--- src/design/multichannel_audio_mixer_defines.svh ---
// assertion macros used by the mixer top level
`ifndef MULTICHANNEL_AUDIO_MIXER_DEFINES_SVH
`define MULTICHANNEL_AUDIO_MIXER_DEFINES_SVH

// checked on every clock edge outside reset
`define MAM_ASSERT(label, prop, msg) \
  label: assert property (@(posedge clk) disable iff (rst) prop) else $error(msg);

// checked on every clock edge, reset included
`define MAM_ASSERT_RST(label, prop, msg) \
  label: assert property (@(posedge clk) prop) else $error(msg);

`endif

--- src/design/mam_pkg.sv ---
// types, constants and helper functions of the audio mixer
package mam_pkg;

  localparam int SUM_W  = 24;
  localparam int PCM_W  = 16;
  localparam int VOL_W  = 8;
  localparam int MVOL_W = 9;
  localparam int LG_W   = 5;
  localparam int IDX_W  = 16;
  localparam int MUL_A_W = SUM_W + 1;
  localparam int MUL_B_W = MVOL_W + 1;
  localparam int PROD_W  = MUL_A_W + MUL_B_W;

  localparam int CFG_IDX_W  = 3;
  localparam int CFG_DATA_W = 9;

  localparam logic [CFG_IDX_W-1:0] REG_MASTER_VOLUME  = 3'd0;
  localparam logic [CFG_IDX_W-1:0] REG_OUTPUT_8BIT    = 3'd1;
  localparam logic [CFG_IDX_W-1:0] REG_OUTPUT_MONO    = 3'd2;
  localparam logic [CFG_IDX_W-1:0] REG_RING_SIZE_LOG2 = 3'd3;

  localparam logic [MVOL_W-1:0] MASTER_VOLUME_RESET  = 9'd179;
  localparam logic [LG_W-1:0]   RING_SIZE_LOG2_RESET = 5'd14;
  localparam logic [LG_W-1:0]   RING_LG_MIN          = 5'd2;
  localparam logic [LG_W-1:0]   RING_LG_MAX          = 5'd16;

  localparam logic signed [SUM_W-1:0] SUM_MAX = 24'sh7fffff;
  localparam logic signed [SUM_W-1:0] SUM_MIN = -24'sh800000;
  localparam logic [PCM_W-1:0] PCM_MAX = 16'h7fff;
  localparam logic [PCM_W-1:0] PCM_MIN = 16'h8000;
  localparam logic [7:0] U8_OFFSET = 8'd128;

  typedef struct packed {
    logic                       load;
    logic signed [MUL_A_W-1:0]  a;
    logic signed [MUL_B_W-1:0]  b;
  } mul_req_t;

  // add a channel term to a sum and clamp to the 24-bit range
  function automatic logic signed [SUM_W-1:0] sat_add(
    input logic signed [SUM_W-1:0]   sum,
    input logic signed [MUL_A_W-1:0] term
  );
    logic signed [MUL_A_W:0] r;
    r = (MUL_A_W+1)'(sum) + (MUL_A_W+1)'(term);
    if (r > (MUL_A_W+1)'(SUM_MAX)) begin
      return SUM_MAX;
    end else if (r < (MUL_A_W+1)'(SUM_MIN)) begin
      return SUM_MIN;
    end
    return r[SUM_W-1:0];
  endfunction

  // master-scaled product to pcm: floor shift, clamp, optional 8-bit form
  function automatic logic [PCM_W-1:0] finish_pcm(
    input logic signed [PROD_W-1:0] prod,
    input logic                     out8
  );
    logic signed [PROD_W-9:0] v;
    logic [PCM_W-1:0]         pcm;
    v = prod[PROD_W-1:8];
    if (v > (PROD_W-8)'(signed'({1'b0, PCM_MAX}))) begin
      pcm = PCM_MAX;
    end else if (v < -(PROD_W-8)'(signed'({1'b0, PCM_MIN}))) begin
      pcm = PCM_MIN;
    end else begin
      pcm = v[PCM_W-1:0];
    end
    if (out8) begin
      return {8'd0, 8'(pcm[PCM_W-1:8] + U8_OFFSET)};
    end
    return pcm;
  endfunction

endpackage

--- src/design/mam_mult.sv ---
// shared signed multiplier with registered product
module mam_mult
  import mam_pkg::*;
(
  input  logic                     clk,
  input  mul_req_t                 req,
  output logic signed [PROD_W-1:0] prod
);

  always_ff @(posedge clk) begin
    if (req.load) begin
      prod <= PROD_W'(req.a) * PROD_W'(req.b);
    end
  end

endmodule

--- src/design/multichannel_audio_mixer.sv ---
// Mixer top level: one channel sample per input transaction, summed into left and right
// accumulators; the transaction marked last_of_frame scales both sums by the master
// volume, saturates them and emits one output transaction with the ring index. One
// signed multiplier is shared by every product, so an active input transaction passes
// ST_TERM_L, ST_TERM_R and ST_ADD_R before in_ready returns (an inactive one stays in
// ST_IDLE); a frame close adds ST_FIN_L, ST_FIN_R and ST_EMIT, held until the output is free.
`include "multichannel_audio_mixer_defines.svh"

module multichannel_audio_mixer
  import mam_pkg::*;
(
  input  logic                         clk,
  input  logic                         rst,
  input  logic                         cfg_we,
  input  logic [CFG_IDX_W-1:0]         cfg_index,
  input  logic [CFG_DATA_W-1:0]        cfg_data,
  input  logic                         in_valid,
  output logic                         in_ready,
  input  logic signed [PCM_W-1:0]      sample,
  input  logic                         source_8bit,
  input  logic [VOL_W-1:0]             left_volume,
  input  logic [VOL_W-1:0]             right_volume,
  input  logic                         active,
  input  logic                         last_of_frame,
  output logic                         out_valid,
  input  logic                         out_ready,
  output logic signed [PCM_W-1:0]      left_pcm,
  output logic signed [PCM_W-1:0]      right_pcm,
  output logic [IDX_W-1:0]             ring_index
);

  localparam logic [2:0] ST_IDLE   = 3'd0;
  localparam logic [2:0] ST_TERM_L = 3'd1;
  localparam logic [2:0] ST_TERM_R = 3'd2;
  localparam logic [2:0] ST_ADD_R  = 3'd3;
  localparam logic [2:0] ST_FIN_L  = 3'd4;
  localparam logic [2:0] ST_FIN_R  = 3'd5;
  localparam logic [2:0] ST_EMIT   = 3'd6;

  logic [2:0] state, state_next;

  logic [MVOL_W-1:0] master_volume;
  logic              output_8bit;
  logic              output_mono;
  logic [LG_W-1:0]   ring_size_log2;

  logic signed [PCM_W-1:0] smp;
  logic                    is8;
  logic [VOL_W-1:0]        lvol, rvol;
  logic                    last;

  logic signed [SUM_W-1:0] sum_left, sum_right;
  logic [IDX_W-1:0]        write_position;
  logic [PCM_W-1:0]        left_fin;

  mul_req_t                req;
  logic signed [PROD_W-1:0] prod;
  logic signed [MUL_A_W-1:0] term;
  logic signed [MUL_A_W-1:0] smp_ext;
  logic [VOL_W-1:0]         vol_sel;
  logic                     accept, emit_load;
  logic [LG_W-1:0]          lg;
  logic [IDX_W:0]           mask;
  logic [IDX_W-1:0]         idx;

  assign in_ready  = (state == ST_IDLE);
  assign accept    = in_valid && in_ready;
  assign emit_load = (state == ST_EMIT) && (!out_valid || out_ready);

  always_ff @(posedge clk) begin
    if (rst) begin
      master_volume  <= MASTER_VOLUME_RESET;
      output_8bit    <= 1'b0;
      output_mono    <= 1'b0;
      ring_size_log2 <= RING_SIZE_LOG2_RESET;
    end else if (cfg_we) begin
      unique case (cfg_index)
        REG_MASTER_VOLUME:  master_volume  <= cfg_data[MVOL_W-1:0];
        REG_OUTPUT_8BIT:    output_8bit    <= cfg_data[0];
        REG_OUTPUT_MONO:    output_mono    <= cfg_data[0];
        REG_RING_SIZE_LOG2: ring_size_log2 <= cfg_data[LG_W-1:0];
        default: ;
      endcase
    end
  end

  always_ff @(posedge clk) begin
    if (accept) begin
      smp  <= sample;
      is8  <= source_8bit;
      lvol <= left_volume;
      rvol <= right_volume;
      last <= last_of_frame;
    end
  end

  always_comb begin
    state_next = state;
    unique case (state)
      ST_IDLE: begin
        if (accept) begin
          if (active) begin
            state_next = ST_TERM_L;
          end else if (last_of_frame) begin
            state_next = ST_FIN_L;
          end
        end
      end
      ST_TERM_L: state_next = ST_TERM_R;
      ST_TERM_R: state_next = ST_ADD_R;
      ST_ADD_R:  state_next = last ? ST_FIN_L : ST_IDLE;
      ST_FIN_L:  state_next = ST_FIN_R;
      ST_FIN_R:  state_next = ST_EMIT;
      ST_EMIT: begin
        if (emit_load) begin
          state_next = ST_IDLE;
        end
      end
      default:   state_next = ST_IDLE;
    endcase
  end

  always_ff @(posedge clk) begin
    if (rst) begin
      state <= ST_IDLE;
    end else begin
      state <= state_next;
    end
  end

  // operand select for the shared multiplier
  assign smp_ext = is8 ? MUL_A_W'(signed'(smp[7:0])) : MUL_A_W'(smp);

  always_comb begin
    vol_sel = (state == ST_TERM_R) ? rvol : lvol;
    if (is8) begin
      vol_sel = {vol_sel[VOL_W-1:3], 3'b000};
    end
  end

  always_comb begin
    req.load = 1'b0;
    req.a    = '0;
    req.b    = '0;
    unique case (state)
      ST_TERM_L, ST_TERM_R: begin
        req.load = 1'b1;
        req.a    = smp_ext;
        req.b    = signed'({2'b00, vol_sel});
      end
      ST_FIN_L: begin
        req.load = 1'b1;
        req.a    = MUL_A_W'(sum_left);
        req.b    = signed'({1'b0, master_volume});
      end
      ST_FIN_R: begin
        req.load = 1'b1;
        req.a    = MUL_A_W'(sum_right);
        req.b    = signed'({1'b0, master_volume});
      end
      default: ;
    endcase
  end

  mam_mult u_mult (
    .clk  (clk),
    .req  (req),
    .prod (prod)
  );

  // 16-bit sources take the floor of product / 256, 8-bit sources the product
  assign term = is8 ? prod[MUL_A_W-1:0] : prod[MUL_A_W+7:8];

  always_ff @(posedge clk) begin
    if (rst) begin
      sum_left       <= '0;
      sum_right      <= '0;
      write_position <= '0;
    end else if (emit_load) begin
      sum_left       <= '0;
      sum_right      <= '0;
      write_position <= write_position + 16'd1;
    end else if (state == ST_TERM_R) begin
      sum_left <= sat_add(sum_left, term);
    end else if (state == ST_ADD_R) begin
      sum_right <= sat_add(sum_right, term);
    end
  end

  always_ff @(posedge clk) begin
    if (state == ST_FIN_R) begin
      left_fin <= finish_pcm(prod, output_8bit);
    end
  end

  // ring index wraps at the clamped ring size
  always_comb begin
    lg = ring_size_log2;
    if (lg < RING_LG_MIN) begin
      lg = RING_LG_MIN;
    end else if (lg > RING_LG_MAX) begin
      lg = RING_LG_MAX;
    end
    mask = (17'd1 << lg) - 17'd1;
    idx  = output_mono ? write_position : {write_position[IDX_W-2:0], 1'b0};
  end

  always_ff @(posedge clk) begin
    if (rst) begin
      out_valid <= 1'b0;
    end else if (emit_load) begin
      out_valid <= 1'b1;
    end else if (out_ready) begin
      out_valid <= 1'b0;
    end
  end

  always_ff @(posedge clk) begin
    if (emit_load) begin
      left_pcm   <= left_fin;
      right_pcm  <= output_mono ? '0 : finish_pcm(prod, output_8bit);
      ring_index <= idx & mask[IDX_W-1:0];
    end
  end

  `MAM_ASSERT_RST(a_reset_idle, rst |=> (state == ST_IDLE) && !out_valid, "not idle after reset")
  `MAM_ASSERT(a_sums_cleared, emit_load |=> (sum_left == '0) && (sum_right == '0), "sums not cleared")
  `MAM_ASSERT(a_pos_step, emit_load |=> write_position == $past(write_position) + 16'd1, "position")
  `MAM_ASSERT(a_u8_range, (emit_load && output_8bit) |=> left_pcm[15:8] == 8'd0, "8-bit range")
  `MAM_ASSERT(a_emit_waits, (state == ST_EMIT) && out_valid && !out_ready |=> state == ST_EMIT, "emit")

endmodule
--- config.mk ---
export PLATFORM = sky130hd
export DESIGN_NAME = multichannel_audio_mixer
export DESIGN_NICKNAME = d
export VERILOG_FILES = /design/src/design/mam_pkg.sv /design/src/design/mam_mult.sv /design/src/design/multichannel_audio_mixer.sv
export VERILOG_INCLUDE_DIRS = /design/src /design/src/design
export SDC_FILE = /design/constraint.sdc
export NUM_CORES = 1
export LEC_CHECK = 0
export BUFFER_PORTS_ARGS = -buffer_cell sky130_fd_sc_hd__buf_2
export CAP_MARGIN = 20
export CORE_ASPECT_RATIO = 0.75
export CORE_MARGIN = 2
export CORE_UTILIZATION = 55
export CTS_CLUSTER_SIZE = 28
export DETAILED_ROUTE_END_ITERATION = 6
export GPL_ROUTABILITY_DRIVEN = 0
export GPL_TIMING_DRIVEN = 0
export PLACE_DENSITY = 0.84
export RECOVER_POWER = 50
export SETUP_SLACK_MARGIN = 0.02
export SYNTH_ARGS = -nofsm -noshare
export SYNTH_HDL_FRONTEND = slang
export SYNTH_SLANG_ARGS = --single-unit
--- constraint.sdc ---
create_clock -name clk -period 17.9 [get_ports clk]
set_clock_uncertainty 0.2 [all_clocks]
set_input_delay 3.58 -clock clk [delete_from_list [all_inputs] [get_ports clk]]
set_output_delay 3.58 -clock clk [all_outputs]
set_load 0.01 [all_outputs]
==> results of run 1 <==
-- sequential cells by signal, indices dropped and copies added (netlist names), 9 cells and up --
register	count
ring_index	16
master_volume	9
left_pcm	16
sum_left	24
left_fin	16
sum_right	24
smp	16
u_mult.prod	35
right_pcm	16
write_position	16
-- worst paths after layout --
kind | from | end | depth (start not counted)
max | state[0] | u_mult.prod[31] | 27
min | left_fin[1] | left_pcm[1] | 0
max reg2reg | state[0] | u_mult.prod[31] | 27
min reg2reg | left_fin[1] | left_pcm[1] | 0
-- power groups by stage --
| stage | Sequential, W | Clock (W) | Combinational [W] |
|---|---|---|---|
| final | 0.000691 | 0.000502 | 0.000988 |
| after global routing | 0.000691 | 0.000527 | 0.00107 |
| after CTS | 0.000683 | 0.000505 | 0.000961 |
| after detailed placement | 0.000693 | 0 | 0.000954 |
| after global placement | 0.000693 | 0 | 0.000912 |
| after floorplan | 0.000658 | 0 | 0.000719 |
-- kinds of logic (layout without fill, tap and decap cells) --
family	count (synthesis)	count (layout)	share of synthesized area
XOR/XNOR	86	86	0.03837
flip-flops	217	217	0.2891
multiplexers	84	84	0.04557
other	1	3	0.0001910
AND/OR/NAND/NOR	581	581	0.1344
AO/OA/AOI/OAI	468	468	0.1590
adder cells (fa/ha/maj)	309	309	0.2669
buffers and inverters	337	483	0.06635
-- area by class of cell --
cell class                 count  area, µm²  area share
multi-input combinational   1530      12660      0.5877
buffer                        87      362.8     0.01685
antenna                        1      2.502   0.0001162
tap                          457      571.8     0.02655
sequential                   217       5675      0.2636
timing repair buffer         105      548.0     0.02545
clock buffer                  29      618.1     0.02870
inverter                     250      938.4     0.04358
clock inverter                12      160.2    0.007438
-- synth_stat cells, types with 18 or more instances --
cell type / instances / area [µm²]
a21o_1: 34 / 255.2
a21oi_1: 120 / 600.6
clkbuf_1: 68 / 255.2
dfxtp_1: 84 / 1682
edfxtp_1: 133 / 3994
fa_1: 183 / 3664
ha_1: 126 / 1577
inv_1: 249 / 934.7
mux2_2: 40 / 450.4
mux2i_1: 43 / 430.4
nand2_1: 191 / 716.9
nand2b_1: 41 / 256.5
nand3_1: 18 / 90.09
nor2_1: 200 / 750.7
nor2b_1: 47 / 294.0
nor3_1: 22 / 110.1
o21a_1: 35 / 262.8
o21ai_0: 98 / 490.5
xnor2_1: 59 / 516.8
xor2_1: 27 / 236.5
-- critical path, stage by stage, from the launching register on --
cell      delay, ns
dfxtp_1        0.32
clkbuf_1       0.36
nor2b_1        0.18
clkbuf_1       0.40
nor2_1         0.14
or3_1          0.34
clkbuf_1       0.16
o21ai_0        0.39
clkbuf_1       0.45
clkbuf_1       0.51
nand2_1        0.15
fa_1           0.53
inv_1          0.06
fa_1           0.53
fa_1           0.45
fa_1           0.55
inv_1          0.05
fa_1           0.54
inv_1          0.06
ha_1           0.36
a21oi_1        0.27
nor3b_1        0.46
o31a_1         0.27
o21ai_0        0.13
a21oi_1        0.34
o211ai_1       0.15
a21oi_1        0.19
xnor2_1        0.08
-- per-layer routing --
| metal | part of all wire | track usage |
|---|---|---|
| met5 | 0 | 0 |
| met2 | 0.42 | 0.4450 |
| met3 | 0.14 | 0.09896 |
| met1 | 0.39 | 0.3873 |
| met4 | 0.039 | 0.1011 |
-- metrics by stage --
stage / area [µm²] / power [W] / cells / setup slack (ns) / hold WS, ns
floorplan: 19630 / 0.001377 / 2084 / 10.49 / 0.2003
global placement: 20710 / 0.001605 / 2641 / 9.115 / 0.2049
detailed placement: 20780 / 0.001647 / 2644 / 9.002 / 0.2045
CTS: 21560 / 0.002149 / 2685 / 8.935 / 0.2207
global route: 21530 / 0.002291 / 2687 / 8.731 / 0.2266
finish: 21530 / 0.002181 / 2688 / 9.053 / 0.2203
==> metrics.txt, run 1 <==
status=finished, violations left; clock sink count=217; most frequent cells in the layout=inv_1 (249), nor2_1 (200), nand2_1 (191); crit path max fanout=10; Critical Path Sink Type=flop; Int Pwr=0.001276 W; VDD IR max=0.08395 mV; gr ovfl total=0; Slew Limit Fails=35; Starting Density=0.5622; die outline area=37230 µm²; final critical-path share of the clock period=0.4942; Fin. Hold Viols=0; post-cts sizing count=0; cts bufs inserted=23; Die Ht=167.6 µm; vias=16460; setup violators final=0; Syn Inst Count=2083; Switching Share=0.4152; worst min-delay path class=reg2reg; Worst EP required=17.99 ns; Final min period=8.847 ns; Reg clk slew, reported paths=0.07 ns; sequential area share after synthesis=0.2891; Post-Route WL=54.43 mm; Startpoint Class=flop; R2R Setup Slk=9.05 ns; # hold bufs at CTS=0; pin count of the biggest net entering global routing=39; Distinct cells, synth=82; Worst-Skew Late Latency=0.55 ns; CTS root buf=clkbuf_16; asr flop ratio synth=0; setup_tns=0 ns; Area Growth Syn to Fin=9.695%; PD cells=101.3 nW/µm²; Detail Placement HPWL=43.72 mm; Slew @ Worst Pin=1.807 ns; core footprint=34920 µm²; layout cell share with drive strength beyond 1=0.09910; vias in the first global route=16170; GR Util All Layers=0.2910; Synth Flop Type=edfxtp_1; row count=59; sw power=0.0009056 W; drt wl/cell=20.25 µm; Rel. slew slack=-0.2092; Leakage=9.574 nW; nets=2575; Worst Path Arrival=8.94 ns; FILL cells=2763; RSZ-0062 raised after global routing=no; Post-CTS Setup Bufs=0; Synth Area per Inst=9.424 µm²; H-tree depth=1; maximum clock path buffer count=3; Synthesis Warnings=0; kind of critical path=reg2reg; remaining antenna violation count=0; first-pass GRT wire length=85.82 mm; io pins=102; max cap viols=2; clock network power share=0.230; Port Buffers=100; Die W=222.1 µm; Post-Syn Area=19630 µm²; DR iter-0 viols=2214; antenna violations before repair=1; failing checks=max-capacitance violations, max-slew violations; most common cell after layout, fill and taps aside=inv_1; Seq cells post-synth=217; Final Core Density=0.6167; Detailed Routing Iterations Pass 1=7; DRC violations left=0; CTS tree=done; Post-synth EDFFs=133; f_max=113.0 MHz; Vias/cell=6.123; Combinational Power Share=0.453; Sequential Power Share=0.317
Power figures use the tool's default switching activity.
==> run 2: changes to the inputs <==
==> constraint.sdc (replaced) <==
create_clock -name clk -period 8.4 [get_ports clk]
set_clock_uncertainty 0.2 [all_clocks]
set_input_delay 1.68 -clock clk [delete_from_list [all_inputs] [get_ports clk]]
set_output_delay 1.68 -clock clk [all_outputs]
set_load 0.01 [all_outputs]
==> run 2 against run 1 <==
  * The flow finishes with violations (design-rule violations, max-capacitance violations, max-slew violations)
  * Clock power up 110%
  * Setup slack worse by 8.8 ns
  * Sequential power up 110%
  * Routed wire length up 0.58%
  * Maximum frequency up 8.4%
==> metrics.txt, run 2 (synthesized netlist as in run 1, its figures left out) <==
status=finished, violations left; failing checks=design-rule violations, max-capacitance violations, max-slew violations; layout cell share with drive strength beyond 1=0.09421 (-0.004890); Area Growth Syn to Fin=9.873%; Critical Path Sink Type=flop; Reg clk slew, reported paths=0.07 ns (about the same); GR Util All Layers=0.2912 (about the same); largest register by flop count=u_mult.prod; kind of critical path=reg2reg; f_max=122.6 MHz (+8.4%); VDD IR max=0.1794 mV (+110%); CTS tree=done; CP max-delay cell=a21oi_1; H-tree depth=1 (unchanged); nets=2574 (-0.039%); drt wl/cell=20.37 µm (+0.62%); row count=59 (unchanged); Largest register FFs=35 (unchanged); Vias/cell=6.166 (+0.70%); crit path max fanout=10 (unchanged); Starting Density=0.5622 (unchanged); Detailed Routing Iterations Pass 1=7 (unchanged); vias in the first global route=16160 (-0.031%); DR iter-0 viols=2350 (+6.1%); max cap viols=3 (+1); io pins=102 (unchanged); antenna violations before repair=1 (unchanged); Port Buffers=100 (unchanged); most numerous cell on the critical path=fa_1; FILL cells=2769 (+0.22%); vias=16570 (+0.66%); RSZ-0062 raised after global routing=yes; maximum clock path buffer count=3 (unchanged); most common cell after layout, fill and taps aside=inv_1; Largest stage delay, worst path=0.70 ns (+0.15 ns); Leakage=9.534 nW (-0.42%); remaining antenna violation count=0 (unchanged); worst hold slack=0.2203 ns (+0.00002200 ns); Non-Filler Cell Area, Final=21570 µm² (+0.16%); worst min-delay path class=reg2reg; gr ovfl total=0 (unchanged); DRC violations left=22 (+22); pin count of the biggest net entering global routing=39 (unchanged); PD cells=216.1 nW/µm² (+110%); Slew @ Worst Pin=1.862 ns (+0.05503 ns); Slew Limit Fails=74 (+110%); setup violators final=0 (unchanged); Post-Route WL=54.74 mm (+0.58%); Final min period=8.159 ns (-0.6881 ns); largest registers=u_mult.prod (35), sum_left (24), sum_right (24); clock sink count=217 (unchanged); CTS root buf=clkbuf_16; die outline area=37230 µm² (unchanged); Top Family by Delay on Critical Path=adder cells; final critical-path share of the clock period=0.9713 (+0.4770); Worst EP required=8.48 ns (-9.51 ns); most frequent cells in the layout=inv_1 (249), nor2_1 (200), nand2_1 (191); placed cell areas=20780 µm² (unchanged); Die Ht=167.6 µm (unchanged); Startpoint Class=flop; Die W=222.1 µm (unchanged); # hold bufs at CTS=0 (unchanged); Detail Placement HPWL=43.72 mm (unchanged); Fin. Hold Viols=0 (unchanged); Worst Path Arrival=8.24 ns (-0.70 ns); Rel. slew slack=-0.2415 (-0.03223); cts bufs inserted=23 (unchanged); Worst-Skew Late Latency=0.56 ns (about the same); first-pass GRT wire length=85.86 mm (about the same); worst path bufs/invs=6 (-2); core footprint=34920 µm² (unchanged)
run 2: cell types whose count changed in the layout (fill, tap and decap cells not counted), moves of 2 or more:
| cell | change |
|---|---|
| and2_0 | -2 |
| o21ai_0 | -2 |
| and2_1 | +2 |
| clkbuf_2 | +6 |
| clkbuf_1 | +16 |
| buf_2 | -23 |
run 2: final timing paths:
check	startpoint	to	slack, ns	cells past startpoint
worst max-delay path	state[0]	u_mult.prod[33]	0.24	26
worst max register to register	state[0]	u_mult.prod[33]	0.24	26
worst min register to register	left_fin[1]	left_pcm[1]	0.22	0
worst min-delay path	left_fin[1]	left_pcm[1]	0.22	0
run 2: what timing repair did:
item / in CTS / in global routing
gates resized for setup: 4 / 18
setup endpoints to repair: 11 / 16
endpoints found under the hold margin: 0 / 0
setup buffers: 0 / 0
run 2: where the power goes:
part	switching [W]	internal [W]
combinational	0.00133	0.000789
clock	0.000450	0.000619
sequential	0.000153	0.00132
run 2: area by class of cell:
| type | count | area (µm²) | area share |
|---|---|---|---|
| buffer | 87 | 371.6 | 0.01723 |
| clock buffer | 29 | 618.1 | 0.02866 |
| sequential | 217 | 5675 | 0.2631 |
| antenna | 1 | 2.502 | 0.0001160 |
| timing repair buffer | 104 | 524.3 | 0.02431 |
| tap | 457 | 571.8 | 0.02651 |
| inverter | 250 | 938.4 | 0.04351 |
| clock inverter | 12 | 160.2 | 0.007425 |
| multi-input combinational | 1530 | 12710 | 0.5891 |
run 2: stage by stage:
stage	utilization	setup slack [ns]	instances	power, W	setup TNS, ns
after CTS	0.6179	0.05165	2685	0.004579	0
after detailed placement	0.5952	-0.4980	2644	0.003509	-2.855
after global placement	0.5930	-0.2730	2641	0.003420	-1.188
final	0.6177	0.2412	2687	0.004661	0
after global routing	0.6176	0.02090	2686	0.004897	0
after floorplan	-	1.284	2084	0.002935	0
run 2: metal layers:
| layer | track usage | share of wire | vias to the layer above |
|---|---|---|---|
| li1 | - | - | 7359 |
| met1 | 0.3883 | 0.39 | 7840 |
| met2 | 0.4454 | 0.43 | 1159 |
| met3 | 0.09774 | 0.14 | 210 |
| met4 | 0.1008 | 0.039 | 0 |
| met5 | 0 | 0 | - |
